### src/rtl/wdsel_pkg.sv
// Shared types, widths and constants for the worker dispatch selector.
package wdsel_pkg;

  // Default table size and fixed field widths
  localparam int WORKERS_DEF = 16;
  localparam int ID_W        = 4;
  localparam int JOBS_W      = 16;
  localparam int TIME_W      = 20;
  localparam int POLICY_W    = 2;

  // Shared divider: 41-bit dividend covers 300 * 2^32, 21-bit divisor covers time + 1000
  localparam int DVD_W   = 41;
  localparam int DVS_W   = 21;
  localparam int QUO_W   = 32;
  localparam int SCORE_W = 34;
  localparam int TURN_W  = 32;

  // Weighted score constants, 32 fraction bits
  localparam logic [DVD_W-1:0]   SCORE_HALF      = 41'd2147483648;
  localparam logic [DVD_W-1:0]   SCORE_SPEED_NUM = 41'd1288490188800;
  localparam logic [SCORE_W-1:0] SCORE_HEALTH    = 34'd858993459;
  localparam logic [DVS_W-1:0]   TIME_BIAS       = 21'd1000;

  // Policy register codes (the unused code behaves as round robin)
  localparam logic [POLICY_W-1:0] POLICY_RR     = 2'd0;
  localparam logic [POLICY_W-1:0] POLICY_LEAST  = 2'd1;
  localparam logic [POLICY_W-1:0] POLICY_WEIGHT = 2'd2;

  // Action codes of an input transaction
  localparam logic ACT_UPDATE = 1'b0;
  localparam logic ACT_PICK   = 1'b1;

  // Controller states
  typedef enum logic [3:0] {
    ST_IDLE,
    ST_MOD,
    ST_RR_SCAN,
    ST_SCAN,
    ST_LOAD,
    ST_DIV_J,
    ST_DIV_T,
    ST_FINISH
  } state_t;

  // Controller to datapath commands
  typedef struct packed {
    logic upd_we;     // write one table entry from the input ports
    logic pick_init;  // clear walk index, seen count, pick and have flag
    logic mod_start;  // divider: turn counter mod healthy count
    logic target_ld;  // capture remainder as round-robin target
    logic rr_step;    // round-robin walk over one entry
    logic turn_inc;   // advance turn counter
    logic ram_rd;     // read entry at walk index
    logic ll_cmp;     // least-loaded compare on read data
    logic j_start;    // divider: half / (jobs + 1)
    logic t_start;    // divider: speed numerator / (time + 1000)
    logic w_cmp;      // weighted score compare
    logic idx_inc;    // next entry
    logic out_load;   // capture result payload
  } cmd_t;

  // Datapath to controller status
  typedef struct packed {
    logic hcnt_zero;
    logic flag_at_idx;
    logic idx_last;
    logic rr_hit;
    logic div_done;
    logic div_busy;
  } sts_t;

endpackage

### src/rtl/wdsel_ram.sv
// Generic single-write, single-read RAM with registered read data.
module wdsel_ram #(
  parameter int WIDTH = 8,
  parameter int DEPTH = 16,
  localparam int AW = (DEPTH > 1) ? $clog2(DEPTH) : 1
) (
  input  logic             clk,
  input  logic             we,
  input  logic [AW-1:0]    waddr,
  input  logic [WIDTH-1:0] wdata,
  input  logic             re,
  input  logic [AW-1:0]    raddr,
  output logic [WIDTH-1:0] rdata
);

  logic [WIDTH-1:0] mem_r [DEPTH];
  logic [WIDTH-1:0] rdata_r;

  // Write port
  always_ff @(posedge clk) begin
    if (we) begin
      mem_r[waddr] <= wdata;
    end
  end

  // Registered read, held until the next read
  always_ff @(posedge clk) begin
    if (re) begin
      rdata_r <= mem_r[raddr];
    end
  end

  assign rdata = rdata_r;

endmodule

### src/rtl/wdsel_div.sv
// Restoring divider, one quotient bit per cycle.
module wdsel_div (
  input  logic                          clk,
  input  logic                          rst_n,
  input  logic                          start,
  input  logic [wdsel_pkg::DVD_W-1:0]   dividend,
  input  logic [wdsel_pkg::DVS_W-1:0]   divisor,
  output logic [wdsel_pkg::QUO_W-1:0]   quotient,
  output logic [wdsel_pkg::DVS_W-1:0]   remainder,
  output logic                          busy,
  output logic                          done
);

  localparam int DvdW = wdsel_pkg::DVD_W;
  localparam int DvsW = wdsel_pkg::DVS_W;
  localparam int QuoW = wdsel_pkg::QUO_W;
  localparam int CntW = $clog2(DvdW);

  logic [DvdW-1:0] dq_r,   dq_nxt;
  logic [DvsW-1:0] rem_r,  rem_nxt;
  logic [DvsW-1:0] dvs_r;
  logic [CntW-1:0] cnt_r,  cnt_nxt;
  logic            busy_r, busy_nxt;
  logic            done_r, done_nxt;
  logic [DvsW:0]   rem_sh;
  logic [DvsW:0]   rem_sub;

  // One restoring step: shift in next dividend bit, trial subtract
  always_comb begin
    rem_sh  = {rem_r, dq_r[DvdW-1]};
    rem_sub = rem_sh - {1'b0, dvs_r};
  end

  always_comb begin
    dq_nxt   = dq_r;
    rem_nxt  = rem_r;
    cnt_nxt  = cnt_r;
    busy_nxt = busy_r;
    done_nxt = 1'b0;
    if (start) begin
      dq_nxt   = dividend;
      rem_nxt  = '0;
      cnt_nxt  = CntW'(DvdW - 1);
      busy_nxt = 1'b1;
    end else if (busy_r) begin
      if (rem_sh >= {1'b0, dvs_r}) begin
        rem_nxt = rem_sub[DvsW-1:0];
        dq_nxt  = {dq_r[DvdW-2:0], 1'b1};
      end else begin
        rem_nxt = rem_sh[DvsW-1:0];
        dq_nxt  = {dq_r[DvdW-2:0], 1'b0};
      end
      cnt_nxt = cnt_r - CntW'(1);
      if (cnt_r == '0) begin
        busy_nxt = 1'b0;
        done_nxt = 1'b1;
      end
    end
  end

  // Control state
  always_ff @(posedge clk) begin
    if (!rst_n) begin
      busy_r <= 1'b0;
      done_r <= 1'b0;
    end else begin
      busy_r <= busy_nxt;
      done_r <= done_nxt;
    end
  end

  // Operands and partial results
  always_ff @(posedge clk) begin
    dq_r  <= dq_nxt;
    rem_r <= rem_nxt;
    cnt_r <= cnt_nxt;
    if (start) begin
      dvs_r <= divisor;
    end
  end

  assign quotient  = dq_r[QuoW-1:0];
  assign remainder = rem_r;
  assign busy      = busy_r;
  assign done      = done_r;

endmodule

### src/rtl/wdsel_dp.sv
// Datapath: worker table, healthy count, turn counter, divider and best-so-far registers.
module wdsel_dp #(
  parameter int WORKERS = wdsel_pkg::WORKERS_DEF
) (
  input  logic                           clk,
  input  logic                           rst_n,
  input  wdsel_pkg::cmd_t                cmd,
  output wdsel_pkg::sts_t                sts,
  input  logic [wdsel_pkg::ID_W-1:0]     in_worker_id,
  input  logic                           in_worker_healthy,
  input  logic [wdsel_pkg::JOBS_W-1:0]   in_active_jobs,
  input  logic [wdsel_pkg::TIME_W-1:0]   in_avg_time_ms,
  output logic                           out_found,
  output logic [wdsel_pkg::ID_W-1:0]     out_chosen_worker
);

  localparam int IdxW   = (WORKERS > 1) ? $clog2(WORKERS) : 1;
  localparam int CntW   = $clog2(WORKERS + 1);
  localparam int IdW    = wdsel_pkg::ID_W;
  localparam int JobsW  = wdsel_pkg::JOBS_W;
  localparam int TimeW  = wdsel_pkg::TIME_W;
  localparam int EntW   = JobsW + TimeW;
  localparam int DvdW   = wdsel_pkg::DVD_W;
  localparam int DvsW   = wdsel_pkg::DVS_W;
  localparam int QuoW   = wdsel_pkg::QUO_W;
  localparam int ScoreW = wdsel_pkg::SCORE_W;
  localparam int TurnW  = wdsel_pkg::TURN_W;

  logic [WORKERS-1:0] flags_r;
  logic [CntW-1:0]    hcnt_r;
  logic [TurnW-1:0]   turn_r;
  logic [IdxW-1:0]    idx_r;
  logic [CntW-1:0]    seen_r;
  logic [CntW-1:0]    target_r;
  logic [IdxW-1:0]    pick_r;
  logic               have_r;
  logic [JobsW-1:0]   best_jobs_r;
  logic [ScoreW-1:0]  best_score_r;
  logic [QuoW-1:0]    term_r;
  logic               found_r;
  logic [IdW-1:0]     chosen_r;

  logic               id_ok;
  logic               wr_en;
  logic [IdxW-1:0]    wr_idx;
  logic [EntW-1:0]    rd_ent;
  logic [JobsW-1:0]   rd_jobs;
  logic [TimeW-1:0]   rd_time;
  logic               flag_idx;
  logic               rr_hit;
  logic [DvdW-1:0]    div_dvd;
  logic [DvsW-1:0]    div_dvs;
  logic               div_start;
  logic [QuoW-1:0]    div_q;
  logic [DvsW-1:0]    div_rem;
  logic               div_busy;
  logic               div_done;
  logic [ScoreW-1:0]  score;

  // Update write decode: ids beyond the table are dropped
  assign id_ok  = (32'(in_worker_id) < WORKERS);
  assign wr_en  = cmd.upd_we && id_ok;
  assign wr_idx = IdxW'(in_worker_id);

  // Jobs and service time per worker
  wdsel_ram #(
    .WIDTH (EntW),
    .DEPTH (WORKERS)
  ) u_tbl (
    .clk   (clk),
    .we    (wr_en),
    .waddr (wr_idx),
    .wdata ({in_active_jobs, in_avg_time_ms}),
    .re    (cmd.ram_rd),
    .raddr (idx_r),
    .rdata (rd_ent)
  );

  assign rd_jobs = rd_ent[EntW-1:TimeW];
  assign rd_time = rd_ent[TimeW-1:0];

  // Healthy flags and a running count of them
  always_ff @(posedge clk) begin
    if (!rst_n) begin
      flags_r <= '0;
      hcnt_r  <= '0;
    end else if (wr_en) begin
      flags_r[wr_idx] <= in_worker_healthy;
      hcnt_r <= hcnt_r - CntW'(flags_r[wr_idx]) + CntW'(in_worker_healthy);
    end
  end

  // Round-robin turn counter
  always_ff @(posedge clk) begin
    if (!rst_n) begin
      turn_r <= '0;
    end else if (cmd.turn_inc) begin
      turn_r <= turn_r + TurnW'(1);
    end
  end

  // Divider operand select
  always_comb begin
    div_dvd = '0;
    div_dvs = '0;
    priority if (cmd.mod_start) begin
      div_dvd = DvdW'(turn_r);
      div_dvs = DvsW'(hcnt_r);
    end else if (cmd.j_start) begin
      div_dvd = wdsel_pkg::SCORE_HALF;
      div_dvs = DvsW'(rd_jobs) + DvsW'(1);
    end else if (cmd.t_start) begin
      div_dvd = wdsel_pkg::SCORE_SPEED_NUM;
      div_dvs = DvsW'(rd_time) + wdsel_pkg::TIME_BIAS;
    end else begin
      div_dvd = '0;
      div_dvs = '0;
    end
  end

  assign div_start = cmd.mod_start || cmd.j_start || cmd.t_start;

  wdsel_div u_div (
    .clk       (clk),
    .rst_n     (rst_n),
    .start     (div_start),
    .dividend  (div_dvd),
    .divisor   (div_dvs),
    .quotient  (div_q),
    .remainder (div_rem),
    .busy      (div_busy),
    .done      (div_done)
  );

  // Walk helpers
  assign flag_idx = flags_r[idx_r];
  assign rr_hit   = flag_idx && (seen_r == target_r);
  assign score    = ScoreW'(term_r) + ScoreW'(div_q) + wdsel_pkg::SCORE_HEALTH;

  // Walk index, round-robin position and best-so-far tracking
  always_ff @(posedge clk) begin
    if (cmd.pick_init) begin
      idx_r  <= '0;
      seen_r <= '0;
      pick_r <= '0;
      have_r <= 1'b0;
    end else begin
      if (cmd.idx_inc) begin
        idx_r <= idx_r + IdxW'(1);
      end
      if (cmd.rr_step) begin
        if (rr_hit) begin
          pick_r <= idx_r;
        end else if (flag_idx) begin
          seen_r <= seen_r + CntW'(1);
        end
      end
      if (cmd.ll_cmp && (!have_r || rd_jobs < best_jobs_r)) begin
        best_jobs_r <= rd_jobs;
        pick_r      <= idx_r;
        have_r      <= 1'b1;
      end
      if (cmd.w_cmp && (!have_r || score > best_score_r)) begin
        best_score_r <= score;
        pick_r       <= idx_r;
        have_r       <= 1'b1;
      end
    end
    if (cmd.target_ld) begin
      target_r <= CntW'(div_rem);
    end
    if (cmd.t_start) begin
      term_r <= div_q;
    end
  end

  // Result payload
  always_ff @(posedge clk) begin
    if (cmd.out_load) begin
      found_r  <= (hcnt_r != '0);
      chosen_r <= IdW'(pick_r);
    end
  end

  assign out_found         = found_r;
  assign out_chosen_worker = chosen_r;

  assign sts.hcnt_zero   = (hcnt_r == '0);
  assign sts.flag_at_idx = flag_idx;
  assign sts.idx_last    = (idx_r == IdxW'(WORKERS - 1));
  assign sts.rr_hit      = rr_hit;
  assign sts.div_done    = div_done;
  assign sts.div_busy    = div_busy;

endmodule

### src/rtl/wdsel_ctrl.sv
// Controller: policy register, sequencing state machine and output handshake.
module wdsel_ctrl (
  input  logic                              clk,
  input  logic                              rst_n,
  input  logic                              in_valid,
  input  logic                              in_action,
  output logic                              in_stall,
  output logic                              out_valid,
  input  logic                              out_stall,
  input  logic                              cfg_wr_en,
  input  logic [wdsel_pkg::POLICY_W-1:0]    cfg_wr_data,
  input  wdsel_pkg::sts_t                   sts,
  output wdsel_pkg::cmd_t                   cmd
);

  wdsel_pkg::state_t                  state_r, state_nxt;
  logic [wdsel_pkg::POLICY_W-1:0]     policy_r;
  logic                               out_valid_r, out_valid_nxt;
  logic                               accept;
  logic                               take_pick;
  logic                               out_free;
  logic                               pol_least;
  logic                               pol_weight;

  assign accept     = in_valid && (state_r == wdsel_pkg::ST_IDLE);
  assign take_pick  = accept && (in_action == wdsel_pkg::ACT_PICK);
  assign out_free   = !out_valid_r || !out_stall;
  assign pol_least  = (policy_r == wdsel_pkg::POLICY_LEAST);
  assign pol_weight = (policy_r == wdsel_pkg::POLICY_WEIGHT);

  // Policy register
  always_ff @(posedge clk) begin
    if (!rst_n) begin
      policy_r <= wdsel_pkg::POLICY_RR;
    end else if (cfg_wr_en) begin
      policy_r <= cfg_wr_data;
    end
  end

  // Next state
  always_comb begin
    state_nxt = state_r;
    unique case (state_r)
      wdsel_pkg::ST_IDLE: begin
        if (take_pick) begin
          priority if (sts.hcnt_zero) begin
            state_nxt = wdsel_pkg::ST_FINISH;
          end else if (pol_least || pol_weight) begin
            state_nxt = wdsel_pkg::ST_SCAN;
          end else begin
            state_nxt = wdsel_pkg::ST_MOD;
          end
        end
      end
      wdsel_pkg::ST_MOD: begin
        if (sts.div_done) begin
          state_nxt = wdsel_pkg::ST_RR_SCAN;
        end
      end
      wdsel_pkg::ST_RR_SCAN: begin
        if (sts.rr_hit) begin
          state_nxt = wdsel_pkg::ST_FINISH;
        end
      end
      wdsel_pkg::ST_SCAN: begin
        priority if (sts.flag_at_idx) begin
          state_nxt = wdsel_pkg::ST_LOAD;
        end else if (sts.idx_last) begin
          state_nxt = wdsel_pkg::ST_FINISH;
        end else begin
          state_nxt = wdsel_pkg::ST_SCAN;
        end
      end
      wdsel_pkg::ST_LOAD: begin
        priority if (pol_weight) begin
          state_nxt = wdsel_pkg::ST_DIV_J;
        end else if (sts.idx_last) begin
          state_nxt = wdsel_pkg::ST_FINISH;
        end else begin
          state_nxt = wdsel_pkg::ST_SCAN;
        end
      end
      wdsel_pkg::ST_DIV_J: begin
        if (sts.div_done) begin
          state_nxt = wdsel_pkg::ST_DIV_T;
        end
      end
      wdsel_pkg::ST_DIV_T: begin
        if (sts.div_done) begin
          state_nxt = sts.idx_last ? wdsel_pkg::ST_FINISH : wdsel_pkg::ST_SCAN;
        end
      end
      wdsel_pkg::ST_FINISH: begin
        if (out_free) begin
          state_nxt = wdsel_pkg::ST_IDLE;
        end
      end
      default: state_nxt = wdsel_pkg::ST_IDLE;
    endcase
  end

  // Command outputs
  always_comb begin
    cmd = '0;
    cmd.upd_we    = accept && (in_action == wdsel_pkg::ACT_UPDATE);
    cmd.pick_init = take_pick;
    unique case (state_r)
      wdsel_pkg::ST_IDLE: begin
        cmd.mod_start = take_pick && !sts.hcnt_zero && !pol_least && !pol_weight;
      end
      wdsel_pkg::ST_MOD: begin
        cmd.target_ld = sts.div_done;
      end
      wdsel_pkg::ST_RR_SCAN: begin
        cmd.rr_step  = 1'b1;
        cmd.idx_inc  = !sts.rr_hit;
        cmd.turn_inc = sts.rr_hit;
      end
      wdsel_pkg::ST_SCAN: begin
        cmd.ram_rd  = sts.flag_at_idx;
        cmd.idx_inc = !sts.flag_at_idx && !sts.idx_last;
      end
      wdsel_pkg::ST_LOAD: begin
        cmd.ll_cmp  = !pol_weight;
        cmd.j_start = pol_weight;
        cmd.idx_inc = !pol_weight && !sts.idx_last;
      end
      wdsel_pkg::ST_DIV_J: begin
        cmd.t_start = sts.div_done;
      end
      wdsel_pkg::ST_DIV_T: begin
        cmd.w_cmp   = sts.div_done;
        cmd.idx_inc = sts.div_done && !sts.idx_last;
      end
      wdsel_pkg::ST_FINISH: begin
        cmd.out_load = out_free;
      end
      default: cmd = '0;
    endcase
  end

  // Result valid: set on load, cleared when the transaction completes
  always_comb begin
    out_valid_nxt = out_valid_r;
    if (cmd.out_load) begin
      out_valid_nxt = 1'b1;
    end else if (out_valid_r && !out_stall) begin
      out_valid_nxt = 1'b0;
    end
  end

  always_ff @(posedge clk) begin
    if (!rst_n) begin
      state_r     <= wdsel_pkg::ST_IDLE;
      out_valid_r <= 1'b0;
    end else begin
      state_r     <= state_nxt;
      out_valid_r <= out_valid_nxt;
    end
  end

  assign in_stall  = (state_r != wdsel_pkg::ST_IDLE);
  assign out_valid = out_valid_r;

endmodule

### src/rtl/worker_dispatch_selector_unit.sv
// Top level of the worker dispatch selector: controller, datapath and checks.
//
// Keeps a table of WORKERS entries (healthy flag, active jobs, average time)
// and answers pick requests under the policy register: round robin over the
// healthy workers in ascending id order, fewest active jobs, or highest
// weighted score (0.5/(1+jobs) + 0.3/(1+ms/1000) + 0.2, 32 fraction bits,
// ties to the lowest id). An update transaction gives no result; it is taken
// even while a result waits on the output. A pick with no healthy worker
// reports found 0. Round robin divides the turn counter by the healthy count,
// then walks the entries until the target is reached. Least loaded reads and
// compares each healthy entry and skips the unhealthy ones. Weighted makes
// two passes per healthy entry through the shared 41-step one-bit-per-cycle
// divider. Only one pick is worked on at a time; the table holds no
// clearing pass.
module worker_dispatch_selector_unit #(
  parameter int WORKERS = wdsel_pkg::WORKERS_DEF
) (
  input  logic                              clk,
  input  logic                              rst_n,
  input  logic                              in_valid,
  output logic                              in_stall,
  input  logic                              in_action,
  input  logic [wdsel_pkg::ID_W-1:0]        in_worker_id,
  input  logic                              in_worker_healthy,
  input  logic [wdsel_pkg::JOBS_W-1:0]      in_active_jobs,
  input  logic [wdsel_pkg::TIME_W-1:0]      in_avg_time_ms,
  output logic                              out_valid,
  input  logic                              out_stall,
  output logic                              out_found,
  output logic [wdsel_pkg::ID_W-1:0]        out_chosen_worker,
  input  logic                              cfg_wr_en,
  input  logic [wdsel_pkg::POLICY_W-1:0]    cfg_wr_data
);

  wdsel_pkg::cmd_t cmd;
  wdsel_pkg::sts_t sts;

  // Sequencer
  wdsel_ctrl u_ctrl (
    .clk         (clk),
    .rst_n       (rst_n),
    .in_valid    (in_valid),
    .in_action   (in_action),
    .in_stall    (in_stall),
    .out_valid   (out_valid),
    .out_stall   (out_stall),
    .cfg_wr_en   (cfg_wr_en),
    .cfg_wr_data (cfg_wr_data),
    .sts         (sts),
    .cmd         (cmd)
  );

  // Table and arithmetic
  wdsel_dp #(
    .WORKERS (WORKERS)
  ) u_dp (
    .clk               (clk),
    .rst_n             (rst_n),
    .cmd               (cmd),
    .sts               (sts),
    .in_worker_id      (in_worker_id),
    .in_worker_healthy (in_worker_healthy),
    .in_active_jobs    (in_active_jobs),
    .in_avg_time_ms    (in_avg_time_ms),
    .out_found         (out_found),
    .out_chosen_worker (out_chosen_worker)
  );

  // A result without a healthy worker always reports worker zero
  a_none_is_zero: assert property (@(posedge clk) disable iff (!rst_n)
    out_valid && !out_found |-> out_chosen_worker == '0)
    else $error("result with found low carries a nonzero worker");

  // The shared divider is never restarted while it is still working
  a_div_free: assert property (@(posedge clk) disable iff (!rst_n)
    cmd.mod_start || cmd.j_start || cmd.t_start |-> !sts.div_busy)
    else $error("divider started while busy");

  // A new result appears only after the controller loaded the payload
  a_out_from_load: assert property (@(posedge clk) disable iff (!rst_n)
    $rose(out_valid) |-> $past(cmd.out_load))
    else $error("output valid rose without a payload load");

endmodule

### config.mk
export PLATFORM = sky130hd
export DESIGN_NAME = worker_dispatch_selector_unit
export DESIGN_NICKNAME = d
export VERILOG_FILES = /design/src/rtl/wdsel_pkg.sv /design/src/rtl/wdsel_ram.sv /design/src/rtl/wdsel_div.sv /design/src/rtl/wdsel_dp.sv /design/src/rtl/wdsel_ctrl.sv /design/src/rtl/worker_dispatch_selector_unit.sv
export SDC_FILE = /design/constraint.sdc
export NUM_CORES = 1
export LEC_CHECK = 0
export BUFFER_PORTS_ARGS = -buffer_cell sky130_fd_sc_hd__buf_2
export CORE_ASPECT_RATIO = 1.1
export CORE_UTILIZATION = 39
export CTS_CLUSTER_SIZE = 40
export DETAILED_ROUTE_END_ITERATION = 6
export GPL_TIMING_DRIVEN = 0
export PLACE_DENSITY = 0.65
export SYNTH_ARGS = -nofsm -noshare
export SYNTH_HDL_FRONTEND = slang
export SYNTH_HIERARCHICAL = 1
export SYNTH_SLANG_ARGS = --single-unit
### constraint.sdc
create_clock -name clk -period 5.25 [get_ports clk]
set_clock_uncertainty 0.05 [all_clocks]
set_input_delay 1.05 -clock clk [delete_from_list [all_inputs] [get_ports clk]]
set_output_delay 1.05 -clock clk [all_outputs]
set_load 0.02 [all_outputs]
-- Yosys cells after proc, flatten, opt, wreduce, memory -nomap -nowiden
Memories as Yosys holds them, arrays and structs flattened. A register that Yosys moved wholly into a read port is not among the register bits.
Cells that the tools add are included.
Widths: inputs -> output; s select.
- add/subtract/negate cells: 11
- $mul: 0
- div/mod/pow operators: 0
- $lt $le $gt $ge: 6
- equal/unequal tests: 17
- shift operators: 0
- mux-type cells: 53
- bitwise logic cells: 5
- reductions and logical operators: 46
- operators by type and width (operator ; count):
    $mux 41 ; 5
    $mux 21 ; 3
    $mux 4 ; 13
    $add 34x30->34 const B ; 1
    $gt 34x34->1 ; 1
    $add 32x32->33 ; 1
    $add 32x1->32 const B ; 1
    $pmux 4 s8 ; 1
    $ge 22x21->1 ; 1
    $add 20x10->21 const B ; 1
    $sub 21x21->21 ; 1
    $mux 1 ; 20
    $add 16x1->17 const B ; 1
    $bwmux 16 ; 1
    $eq 4x3->1 const B ; 4
    $lt 16x16->1 ; 1
    $logic_and 1x1->1 ; 14
    $ne 2x1->1 const B ; 6
    $lt 4x5->1 const B ; 2
    $logic_not 1->1 ; 9
    $bmux 1 s4 ; 2
    $eq 4x2->1 const B ; 2
    $mux 2 ; 4
    $reduce_or 8->1 ; 1
    other kinds (28) ; 42
- flip-flop bits (word level): 257
- latch bits: 0
- RAM bits: 576
- ROM bits: 0
- input bits: 49
- output and inout bits: 7
- word-level logic and storage cells: 162
- memories: 1
- memories (memory ; words ; bits a word ; read ports ; clocked after Yosys merged registers in ; write ports ; RTL line ; RTL):
    u_dp.u_tbl.mem_r ; 16 ; 36 ; 1 ; 1 ; 1 ; wdsel_ram.sv:16 ; logic [WIDTH-1:0] mem_r [DEPTH];

-- Longest topological paths before layout
Gate-level depths: netlist of the first run.
- depth in word-level cells: 10
- depth in mapped cells: 27
- depth with buffers taken out: 25

-- Hierarchy
The synthesis of the first run kept the hierarchy.
- by module, submodules not included (module ; instances ; cells each ; area an instance (sq um) ; sequential area each (sq um)):
    wdsel_ram ; 1 ; 938 ; 22679.3 ; 18377.6
    wdsel_dp ; 1 ; 1116 ; 10626.4 ; 4103.9
    wdsel_div ; 1 ; 452 ; 5091.1 ; 2442.3
    wdsel_ctrl ; 1 ; 79 ; 596.8 ; 120.1

-- Worst setup path after synthesis of the first run
Ideal clock, no wire load.
- path kind: reg-to-reg
- start: register u_dp.u_div.dq_r[8]
- end: register u_dp.best_score_r[0], enable pin
- library setup time: 0.425 ns
- arrival time: 5.295 ns
- required time: 4.775 ns
- setup slack: -0.520 ns
- stages on the path, launching flop included: 22
- path buffers: 1
- period minus slack after synthesis: 5.770 ns
- path through: edfxtp_1 > buf_4 > inv_1 > ha_1 > inv_1 > ha_1 > a211o_1 > a21oi_4 > nand3_2 > a31oi_4 > o211a_1 > nor3_1 > a41o_1 > o41ai_2 > o21ai_0 > ha_1 > nand4_1 > o311ai_0 > a21oi_1 > o211ai_1 > o211ai_1 > nor2_1
- word-level cells in the longest chain between the ends: 6
- ends and longest elaborated chain (item ; RTL line ; RTL):
    start: declaration ; wdsel_div.sv:19 ; logic [DvdW-1:0] dq_r, dq_nxt;
    start signal: assignment ; wdsel_div.sv:74 ; dq_r <= dq_nxt;
    $add 32x32->33 ; wdsel_dp.sv:138 ; assign score = ScoreW'(term_r) + ScoreW'(div_q) + wdsel_pkg::SCORE_HEALTH;
    $add 34x30->34 ; wdsel_dp.sv:138 ;
    named net u_dp.score[33] ; wdsel_dp.sv:58 ; logic [ScoreW-1:0] score;
    $gt 34x34->1 ; wdsel_dp.sv:163 ; if (cmd.w_cmp && (!have_r || score > best_score_r)) begin
    $logic_or 1x1->1 ; wdsel_dp.sv:163 ;
    $logic_and 1x1->1 ; wdsel_dp.sv:163 ;
    $reduce_and 2->1 (no line) ; n/a ;
    end signal: assignment ; wdsel_dp.sv:164 ; best_score_r <= score;
    end: declaration ; wdsel_dp.sv:38 ; logic [ScoreW-1:0] best_score_r;
The timed path passes the listed nets, and every way through them passes these cells.
A chain may end at the register's enable or synchronous reset.

-- Worst setup path in the final report of the first run
- start: register u_dp.u_div.dq_r[1]
- end: register u_dp.pick_r[1]
- word-level cells in the longest chain between the ends: 7
- elaborated cells between the ends (all ways): 9
- those cells by class: add/sub: 2; order compare: 1; mux: 1; reduce/logical: 5
- ends and longest elaborated chain (item ; RTL line ; RTL):
    $add 32x32->33 * ; wdsel_dp.sv:138 ;
    $add 34x30->34 * ; wdsel_dp.sv:138 ;
    named net u_dp.score[27] ; wdsel_dp.sv:58 ;
    $gt 34x34->1 * ; wdsel_dp.sv:163 ;
    $logic_or 1x1->1 * ; wdsel_dp.sv:163 ;
    $logic_and 1x1->1 * ; wdsel_dp.sv:163 ;
    $reduce_bool 3->1 (no line) ; n/a ;
    $reduce_and 2->1 (no line) ; n/a ;
    end signal: assignment ; wdsel_dp.sv:153 ; pick_r <= idx_r;
    end signal: assignment ; wdsel_dp.sv:160 ; pick_r <= idx_r;
    end signal: assignment ; wdsel_dp.sv:165 ; pick_r <= idx_r;
    end: declaration ; wdsel_dp.sv:35 ; logic [IdxW-1:0] pick_r;
Mark *: on every way through the listed nets, which the timed path passes. The rest lies on a longest branch.

==> summary.md, run 1 <==
| Metric | Value |
|---|---|
| Drt first pass iters | `5` |
| CP max-delay cell | `edfxtp_1` |
| ANT nets after route | `0` |
| Worst slack at placement | `-0.5549 ns` |
| Port bufs | `55` |
| Total Neg Setup Slack | `0 ns` |
| Most frequent cells in the layout | `766 x edfxtp_1, 164 x inv_1, 154 x mux4_2` |
| DR DRC count | `0` |
| CP bufs+invs | `5` |
| Die area | `between 100000 and 150000 um2` |
| Core Box Area | `between 90000 and 100000 um2` |
| Vias in the first global route | `21890` |
| Final WL | `~85 mm` |
| Routed len/inst | `approximately 20 um` |
| Fin area | `44980 um2` |
| Hold path endpoint | `u_dp/out_chosen_worker[0]` |
| Pwr Density | `443.3 nW/um2` |
| GRT Overall Usage | `0.1664` |
| Reg clk slew, reported paths | `about 0.060 ns` |
| # placed instances | `slightly below 4000` |
| Clk_lat worst skew | `approximately 0.7 ns` |
| Clock buffer depth | `3` |
| Sequential Power Share | `0.409` |
| Final worst slack | `0.2179 ns` |
| Worst Path Arrival | `approximately 5.6 ns` |
| Share of layout cells above drive strength 1 | `0.2069` |
| Status | `completed` |
| Vias | `~22000` |
| FILL cells | `between 8000 and 9000` |
| Gate count of the mapped netlist | `2584` |
| First-pass GRT wire length | `between 100 and 150 mm` |
| Reg2Reg Setup Slack | `0.22 ns` |
| Max Transition Viols Final | `0` |
| Die Width | `roughly 300 um` |
| Iter 0 DRT Violations | `1681` |
| Area Growth Syn to Fin | `15.37%` |
| Worst setup SP type | `flop` |
| Placed Area | `41600 um2` |
| Antenna violations before repair | `12` |
| Clock sink count | `around 870` |
| Starting Density | `0.3937` |
| Fraction of the cycle the final worst path needs | `0.9585` |
| WS Path Type | `flop to flop` |
| Worst Path Required | `about 5.8 ns` |
| RSZ-0062 raised after global routing | `yes` |
| Slew of the pin with the lowest slew margin | `around 1.2 ns` |
| TritonCTS clock tree | `yes` |
| Hold Vio Cnt, Final | `0` |
| RR Startpoint | `u_dp/u_div/dq_r[1]` |
| R2R cell count | `27` |
| Setup-failing EPs final | `0` |
| Leakage | `between 15 and 20 nW` |
| Post-DR vias/cell | `5.272` |
| Hold Path Origin | `u_dp/pick_r[0]` |
| Placer Congestion | `approximately 0.84` |
| Finished Layout Cells | `4155` |
| MaxCap Viol Count | `0` |
| Internal Power | `about 14 mW` |
| Most frequent CP cell | `o211ai_1` |
| CP Capture Type | `flop` |
| Hold Path Stages | `0` |
| Period minus WS final | `slightly above 5 ns` |
| Total Power | `19.94 mW` |
| Clock share of power | `0.314` |
| Peak Freq | `a little under 0.2 GHz` |
| Final HPWL DP | `between 50 and 60 mm` |
| Io pins | `between 50 and 60` |
| CP max FO | `4` |
| Slew headroom | `0.1877` |
| Die Ht | `333.6 um` |
| Total gr overflow | `0` |
| Switch share | `0.3048` |
| VDD IR max | `0.0002867 V` |
| Post-Syn Area | `approximately 39000 um2` |
| Top Family by Delay on Critical Path | `compound AO/OA/AOI/OAI gates` |
| Net Sw Power | `~6.1 mW` |
| CP peak stage delay | `~0.43 ns` |
| Avg Cell Area, Syn | `between 15 and 20 um2` |
| Pin count of the biggest net entering global routing | `42` |
| Crit Reg-Reg Endpoint | `u_dp/pick_r[1]` |
| Ys Warns | `6` |
| Commonest non-fill, non-tap cell in the layout | `edfxtp_1` |
| Clock Root Buffer | `clkbuf_16` |
| Hold Path Class | `flop to flop` |
| Final nets | `~3000` |
| Inserted Clock Buffers | `90` |
| # rows | `approximately 120` |
| Comb power frac | `0.278` |
| H-tree depth | `3` |
[worst max-delay path by stage]
stage                  startpoint                       end  slack (ns)  cells after the start
6_report       u_dp/u_div/dq_r[1]            u_dp/pick_r[1]        0.22                     27
5_1_grt        u_dp/u_div/dq_r[1]            u_dp/pick_r[1]       -0.12                     27
4_1_cts        u_dp/u_div/dq_r[4]            u_dp/pick_r[1]       0.002                     26
3_5_place_dp   u_dp/u_div/dq_r[0]      u_dp/best_score_r[5]       -0.55                     25
3_3_place_gp            in_action  u_dp/u_tbl/mem_r[12][14]       -3.45                      4
2_1_floorplan  u_dp/u_div/dq_r[8]      u_dp/best_score_r[0]        0.03                     21
[routing by layer]
metal / vias to the layer above / part of all wire / track usage
met4: 16 / 0.029 / 0.05840
met5: - / 0.0011 / 0
li1: 10240 / - / -
met2: 562 / 0.50 / 0.2830
met1: 10930 / 0.41 / 0.2088
met3: 164 / 0.060 / 0.03374
[timing repair]
action / CTS / global route
cloned: 0 / 3
pin swaps: 10 / 37
hold buffers: 0 / 0
setup endpoints to repair: 38 / 79
resized for setup: 9 / 50
setup buffers: 5 / 10
[through the flow]
step,utilization,hold slack (ns)
floorplan,-,0.3593
global route,0.4542,0.4239
CTS,0.4508,0.4185
global placement,0.4130,0.3959
finish,0.4543,0.4080
detailed placement,0.4202,0.4032
[power groups by stage]
stage | registers, mW | clock network (mW) | logic, mW
global route | 8.18 | 6.64 | 5.99
global placement | 8.30 | 0 | 5.34
floorplan | 8.21 | 0 | 3.95
finish | 8.15 | 6.26 | 5.53
CTS | 8.15 | 6.40 | 5.45
detailed placement | 8.29 | 0 | 5.41
[flip-flops by register name, indices dropped and copies added (netlist names), 21 cells and up]
register              cells
u_dp/u_div/dq_r          41
u_dp/turn_r              32
u_dp/u_tbl/mem_r        576
u_dp/term_r              32
u_dp/u_div/dvs_r         21
u_dp/best_score_r        34
u_dp/u_div/remainder     21
u_dp/u_tbl/rdata         36
[layout make-up]
class                   count  area, um2  share of cell area
inverters                 170      640.6             0.01424
repair buffers            109       1049             0.02331
diodes                      3      7.507           0.0001669
clock inverters            51      514.2             0.01143
well taps                1291       1615             0.03591
plain buffers             134      798.3             0.01775
multi-input cells        1413      12890              0.2866
clock buffers             116       2421             0.05383
flip-flops and latches    868      25040              0.5568
No activity file was read; power rests on OpenSTA's default activity.
==> run 2: changes to the inputs <==
--- a/config.mk
+++ b/config.mk
@@ -6,12 +6,14 @@
 export NUM_CORES = 1
 export LEC_CHECK = 0
 export BUFFER_PORTS_ARGS = -buffer_cell sky130_fd_sc_hd__buf_2
+export CELL_PAD_IN_SITES_DETAIL_PLACEMENT = 0
+export CELL_PAD_IN_SITES_GLOBAL_PLACEMENT = 1
 export CORE_ASPECT_RATIO = 1.1
 export CORE_UTILIZATION = 39
 export CTS_CLUSTER_SIZE = 40
 export DETAILED_ROUTE_END_ITERATION = 6
 export GPL_TIMING_DRIVEN = 0
-export PLACE_DENSITY = 0.65
+export PLACE_DENSITY = 0.72
 export SYNTH_ARGS = -nofsm -noshare
 export SYNTH_HDL_FRONTEND = slang
 export SYNTH_HIERARCHICAL = 1
==> run 2 against run 1 <==
Against the previous run:
- clock-buffer cell count is 9 lower
- clock power is 6.1% higher
- combinational power is essentially flat
- routed wire length increased by 3.3%
- final cell count is essentially flat
- critical path type unchanged
==> summary.md, run 2 (same netlist as run 1, synthesis figures left out) <==
| Metric | Value |
|---|---|
| VDD IR max | `0.0002757 V` |
| Die area | `101200 um2` |
| Peak Freq | `just under 0.2 GHz` |
| Routed len/inst | `about 21 um` |
| RSZ-0062 raised after global routing | `yes` |
| Core Box Area | `about 99000 um2` |
| Clk_lat worst skew | `~0.7 ns` |
| DR DRC count | `0` |
| CP max-delay cell | `edfxtp_1` |
| Port bufs | `55` |
| Fraction of the cycle the final worst path needs | `0.9610` |
| TritonCTS clock tree | `yes` |
| Drt first pass iters | `5` |
| Register with the highest flop count | `u_dp/u_tbl/mem_r` |
| Pin count of the biggest net entering global routing | `42` |
| WS Path Type | `flop to flop` |
| Worst slack at placement | `-0.4354 ns` |
| CP bufs+invs | `6` |
| Clock sink count | `~870` |
| Leakage | `approximately 16 nW` |
| H-tree depth | `3` |
| Most frequent CP cell | `o211ai_1` |
| Routing usage on met3 | `0.03374` |
| Max reg flops | `roughly 580` |
| Total gr overflow | `0` |
| Top Family by Delay on Critical Path | `compound AO/OA/AOI/OAI gates` |
| Die Width | `between 300 and 400 um` |
| Iter 0 DRT Violations | `1635` |
| Worst Path Required | `~5.6 ns` |
| Status | `completed` |
| Reg clk slew, reported paths | `about 0.060 ns` |
| ANT nets after route | `0` |
| Hold buffers post-CTS | `0` |
| Vias in the first global route | `about 23000` |
| Antenna violations before repair | `9` |
| Setup-failing EPs final | `0` |
| Final nets | `between 2000 and 3000` |
| CP peak stage delay | `roughly 0.42 ns` |
| Max Transition Viols Final | `0` |
| Inserted Clock Buffers | `slightly above 90` |
| Commonest non-fill, non-tap cell in the layout | `edfxtp_1` |
| Most frequent cells in the layout | `766 x edfxtp_1, 167 x inv_1, 154 x mux4_2` |
| CP Capture Type | `flop` |
| Routing usage on met2 | `0.3085` |
| # placed instances | `between 3000 and 4000` |
| Period minus WS final | `5.045 ns` |
| Hold Vio Cnt, Final | `0` |
| Area Growth Syn to Fin | `15.71%` |
| Slew headroom | `0.2010` |
| Slew of the pin with the lowest slew margin | `1.187 ns` |
| Placer Congestion | `about 0.87` |
| Clock buffer depth | `3` |
| FILL cells | `8634` |
| Pwr Density | `approximately 450 nW/um2` |
| Clock Root Buffer | `clkbuf_16` |
| GRT Overall Usage | `0.1748` |
| Die Ht | `333.6 um` |
| CP max FO | `8` |
| First-pass GRT wire length | `134.9 mm` |
| # rows | `between 100 and 150` |
| Vias | `roughly 22000` |
| GR peak layer | `met2` |
| Worst setup SP type | `flop` |
| Io pins | `between 50 and 60` |
| Final worst slack | `0.2047 ns` |
| Met1 usage | `0.2122` |
| Final HPWL DP | `60.16 mm` |
| Final WL | `between 80 and 90 mm` |
| Worst Path Arrival | `5.42 ns` |
| Share of layout cells above drive strength 1 | `0.2076` |
| Hold Path Class | `flop to flop` |
| MaxCap Viol Count | `0` |
| Starting Density | `0.3937` |
| Post-DR vias/cell | `roughly 5.3` |
| Finished Layout Cells | `between 4000 and 5000` |
## run 2: cell types whose count changed in the layout (fill, tap and decap cells not counted), sizes merged
cell / delta
inv: -2
clkinv: -3
diode: -1
clkinvlp: +3
bufinv: +9
buf: +2
clkbuf: -9
## run 2: final timing paths
check	from	to	slack (ns)	cells past startpoint
min reg2reg	u_dp/pick_r[1]	u_dp/out_chosen_worker[1]	0.39	0
max reg2reg	u_dp/u_div/dq_r[1]	u_dp/best_score_r[14]	0.20	27
min	u_dp/pick_r[1]	u_dp/out_chosen_worker[1]	0.39	0
max	u_dp/u_div/dq_r[1]	u_dp/best_score_r[14]	0.20	27
## run 2: cell type report
type	count	area, um2	area share
multi-input combinational	1413	12850	0.2848
clock inverter	58	757.0	0.01678
timing repair buffer	111	1040	0.02305
tap	1291	1615	0.03581
sequential	868	25040	0.5552
buffer	134	798.3	0.01770
antenna	2	5.005	0.0001109
clock buffer	107	2369	0.05250
inverter	170	638.1	0.01415
## run 2: power breakdown
group	internal, mW	total [mW]	switching, mW
Sequential	7.94	8.15	0.210
Combinational	2.41	5.55	3.14
Clock	3.91	6.64	2.73
## run 2: metrics by stage
stage	hold WS (ns)	setup TNS [ns]	total power [mW]	util	cell area (um2)
global route	0.4082	-1.571	21.28	0.4556	45110
detailed placement	0.3835	-23.54	13.76	0.4196	41550
floorplan	0.3593	0	12.16	-	39000
finish	0.3910	0	20.34	0.4556	45110
CTS	0.3953	0	20.47	0.4523	44780
global placement	0.3940	-934.03	13.64	0.4130	40890
## run 2: timing repair
item	CTS	global route
cloned	1	2
endpoints found under the setup margin	38	79
buffers inserted	4	16
gates resized for setup	13	36
pin swaps	11	38
## run 2: per-layer routing
layer	vias to the layer above	share of wire
li1	10260	-
met1	11170	0.40
met2	541	0.52
met3	164	0.051
met4	12	0.028
met5	-	0.00091
==> run 3: changes to the inputs <==
--- a/config.mk
+++ b/config.mk
@@ -13,7 +13,7 @@
 export CTS_CLUSTER_SIZE = 40
 export DETAILED_ROUTE_END_ITERATION = 6
 export GPL_TIMING_DRIVEN = 0
-export PLACE_DENSITY = 0.72
+export PLACE_DENSITY = 0.7
 export SYNTH_ARGS = -nofsm -noshare
 export SYNTH_HDL_FRONTEND = slang
 export SYNTH_HIERARCHICAL = 1
==> constraint.sdc (replaced) <==
create_clock -name clk -period 6.31 [get_ports clk]
set_clock_uncertainty 0.05 [all_clocks]
set_input_delay 1.262 -clock clk [delete_from_list [all_inputs] [get_ports clk]]
set_output_delay 1.262 -clock clk [all_outputs]
set_load 0.02 [all_outputs]
==> run 3 against run 2 <==
Against the previous run:
- the flow now finishes with violations (design-rule violations)
- sequential share of layout area increased by 0.63 points
- largest power group unchanged
- worst hold slack lost 0.0041 ns
- critical path depth is the same
- maximum frequency down 9.2%
- critical path type unchanged
- register-to-register slack improved by 0.55 ns
- power fell by 18%
==> summary.md, run 3 (same netlist as run 1, synthesis figures left out) <==
| Metric | Value |
|---|---|
| Status | `finished, violations left` |
| Failing checks | `design-rule violations` |
| Antenna violations before repair | `6` |
| Die area | `just over 100000 um2` |
| Pin count of the biggest net entering global routing | `42` |
| Hold buffers post-CTS | `0` |
| # rows | `121` |
| Fraction of the cycle the final worst path needs | `0.8803` |
| Total gr overflow | `0` |
| H-tree depth | `3` |
| Leakage | `15.70 nW` |
| Finished Layout Cells | `around 4100` |
| Period minus WS final | `about 5.6 ns` |
| RSZ-0062 raised after global routing | `no` |
| ANT nets after route | `0` |
| Vias in the first global route | `roughly 23000` |
| Area Growth Syn to Fin | `14.41%` |
| FILL cells | `slightly below 9000` |
| Post-DR vias/cell | `5.307` |
| Commonest non-fill, non-tap cell in the layout | `edfxtp_1` |
| Hold Path Class | `flop to flop` |
| Iter 0 DRT Violations | `about 1600` |
| Clock sink count | `868` |
| Register with the highest flop count | `u_dp/u_tbl/mem_r` |
| Max Transition Viols Final | `0` |
| DR DRC count | `1` |
| TritonCTS clock tree | `yes` |
| Resized Gates After CTS | `0` |
| Slew headroom | `0.2661` |
| Worst Path Required | `roughly 6.9 ns` |
| Clock buffer depth | `3` |
| Die Ht | `around 330 um` |
| Final nets | `slightly below 3000` |
| Clk_lat worst skew | `around 0.70 ns` |
| Core Box Area | `approximately 99000 um2` |
| WS Path Type | `flop to flop` |
| Hold Path Origin | `u_dp/pick_r[2]` |
| Share of layout cells above drive strength 1 | `0.1866` |
| VDD IR max | `roughly 0.0003 V` |
| RR Startpoint | `u_dp/u_div/dq_r[1]` |
| First-pass GRT wire length | `135.8 mm` |
| Clock Root Buffer | `clkbuf_16` |
| Hold Vio Cnt, Final | `0` |
| Setup-failing EPs final | `0` |
| Placed Area | `around 42000 um2` |
| Max reg flops | `between 500 and 600` |
| CP max FO | `4` |
| Reg clk slew, reported paths | `0.06 ns` |
| Starting Density | `0.3937` |
| Io pins | `56` |
| Drt first pass iters | `7` |
| MaxCap Viol Count | `0` |
| Routed len/inst | `approximately 21 um` |
| Final HPWL DP | `61.28 mm` |
| Reg2Reg Setup Slack | `about 0.76 ns` |
| Most frequent cells in the layout | `766 x edfxtp_1, 169 x inv_1, 154 x mux4_2` |
| # placed instances | `3968` |
| Worst Setup SP | `u_dp/u_div/dq_r[1]` |
| Slew of the pin with the lowest slew margin | `1.097 ns` |
| CP Capture Type | `flop` |
| Worst setup SP type | `flop` |
| Postcts setup bufs | `0` |
| Port bufs | `between 50 and 60` |
| Worst Path Arrival | `between 6 and 7 ns` |
| GRT Overall Usage | `0.1757` |
| Final WL | `around 90 mm` |
| Placer Congestion | `0.8480` |
| Die Width | `a little over 300 um` |
| Pwr Density | `approximately 370 nW/um2` |
| Inserted Clock Buffers | `90` |
| Peak Freq | `0.1800 GHz` |
| Vias | `about 22000` |
| Fin area | `between 40000 and 50000 um2` |
run 3: cell types whose count changed in the layout (fill, tap and decap cells not counted), sizes merged:
cell	delta
buf	-17
clkbuf	+15
clkinv	-8
bufinv	-4
inv	-2
diode	-1
run 3: critical path, stage by stage (launching register included):
cell and delay (ns):
edfxtp_1 0.39, buf_4 0.15, inv_1 0.05, ha_1 0.21
inv_1 0.06, ha_1 0.16, inv_1 0.06, fa_1 0.39
nor2b_1 0.20, o2111ai_1 0.20, nand3_2 0.18, a31oi_4 0.12
o211a_1 0.24, nor3_1 0.26, a41o_1 0.29, nor2_1 0.07
xnor2_1 0.24, ha_1 0.30, a21oi_1 0.13, nor2b_1 0.06
o21ai_0 0.14, a21oi_1 0.08, o211ai_1 0.29, o211ai_1 0.14
o211ai_1 0.31, and3b_1 0.30, buf_2 0.19, mux2i_1 0.20
run 3: layout make-up:
type                       instances  area, um2  area share
antenna                            1      2.502  0.00005610
buffer                           137      814.5     0.01826
clock buffer                     124       2450     0.05492
clock inverter                    44      594.3     0.01332
inverter                         170      638.1     0.01431
multi-input combinational       1413      12640      0.2833
sequential                       868      25040      0.5615
tap                             1291       1615     0.03621
timing repair buffer              89      808.3     0.01812
run 3: per-layer routing:
layer	wire (um)	vias to the layer above	share of wire	global-route usage
li1	-	10190	-	-
met1	34870	11110	0.40	0.2117
met2	46200	515	0.53	0.3161
met3	4199	139	0.048	0.03049
met4	2174	6	0.025	0.05426
met5	43	-	0.00049	0
run 3: worst paths after layout:
| path | depth (start not counted) | endpoint |
|---|---|---|
| worst max register to register | 27 | u_dp/pick_r[1] |
| worst max-delay path | 27 | u_dp/pick_r[1] |
| worst min-delay path | 0 | u_dp/out_chosen_worker[2] |
| worst min register to register | 0 | u_dp/out_chosen_worker[2] |
run 3: report_power, final:
group / total, mW / switching (mW) / internal (mW)
clock: 5.38 / 2.26 / 3.12
combinational: 4.56 / 2.60 / 1.96
sequential: 6.77 / 0.166 / 6.61
total: 16.7 / 5.03 / 11.7
run 3: metrics by stage:
step / util / power (mW) / TNS, ns / worst slack [ns] / hold slack, ns
final: 0.4505 / 16.71 / 0 / 0.7552 / 0.3869
after global routing: 0.4505 / 17.49 / 0 / 0.3018 / 0.3889
after CTS: 0.4504 / 16.87 / 0 / 0.6817 / 0.3870
after detailed placement: 0.4197 / 11.46 / 0 / 0.6235 / 0.3753
after global placement: 0.4130 / 11.35 / -357.20 / -2.147 / 0.3955
after floorplan: - / 10.12 / 0 / 0.5402 / 0.3593
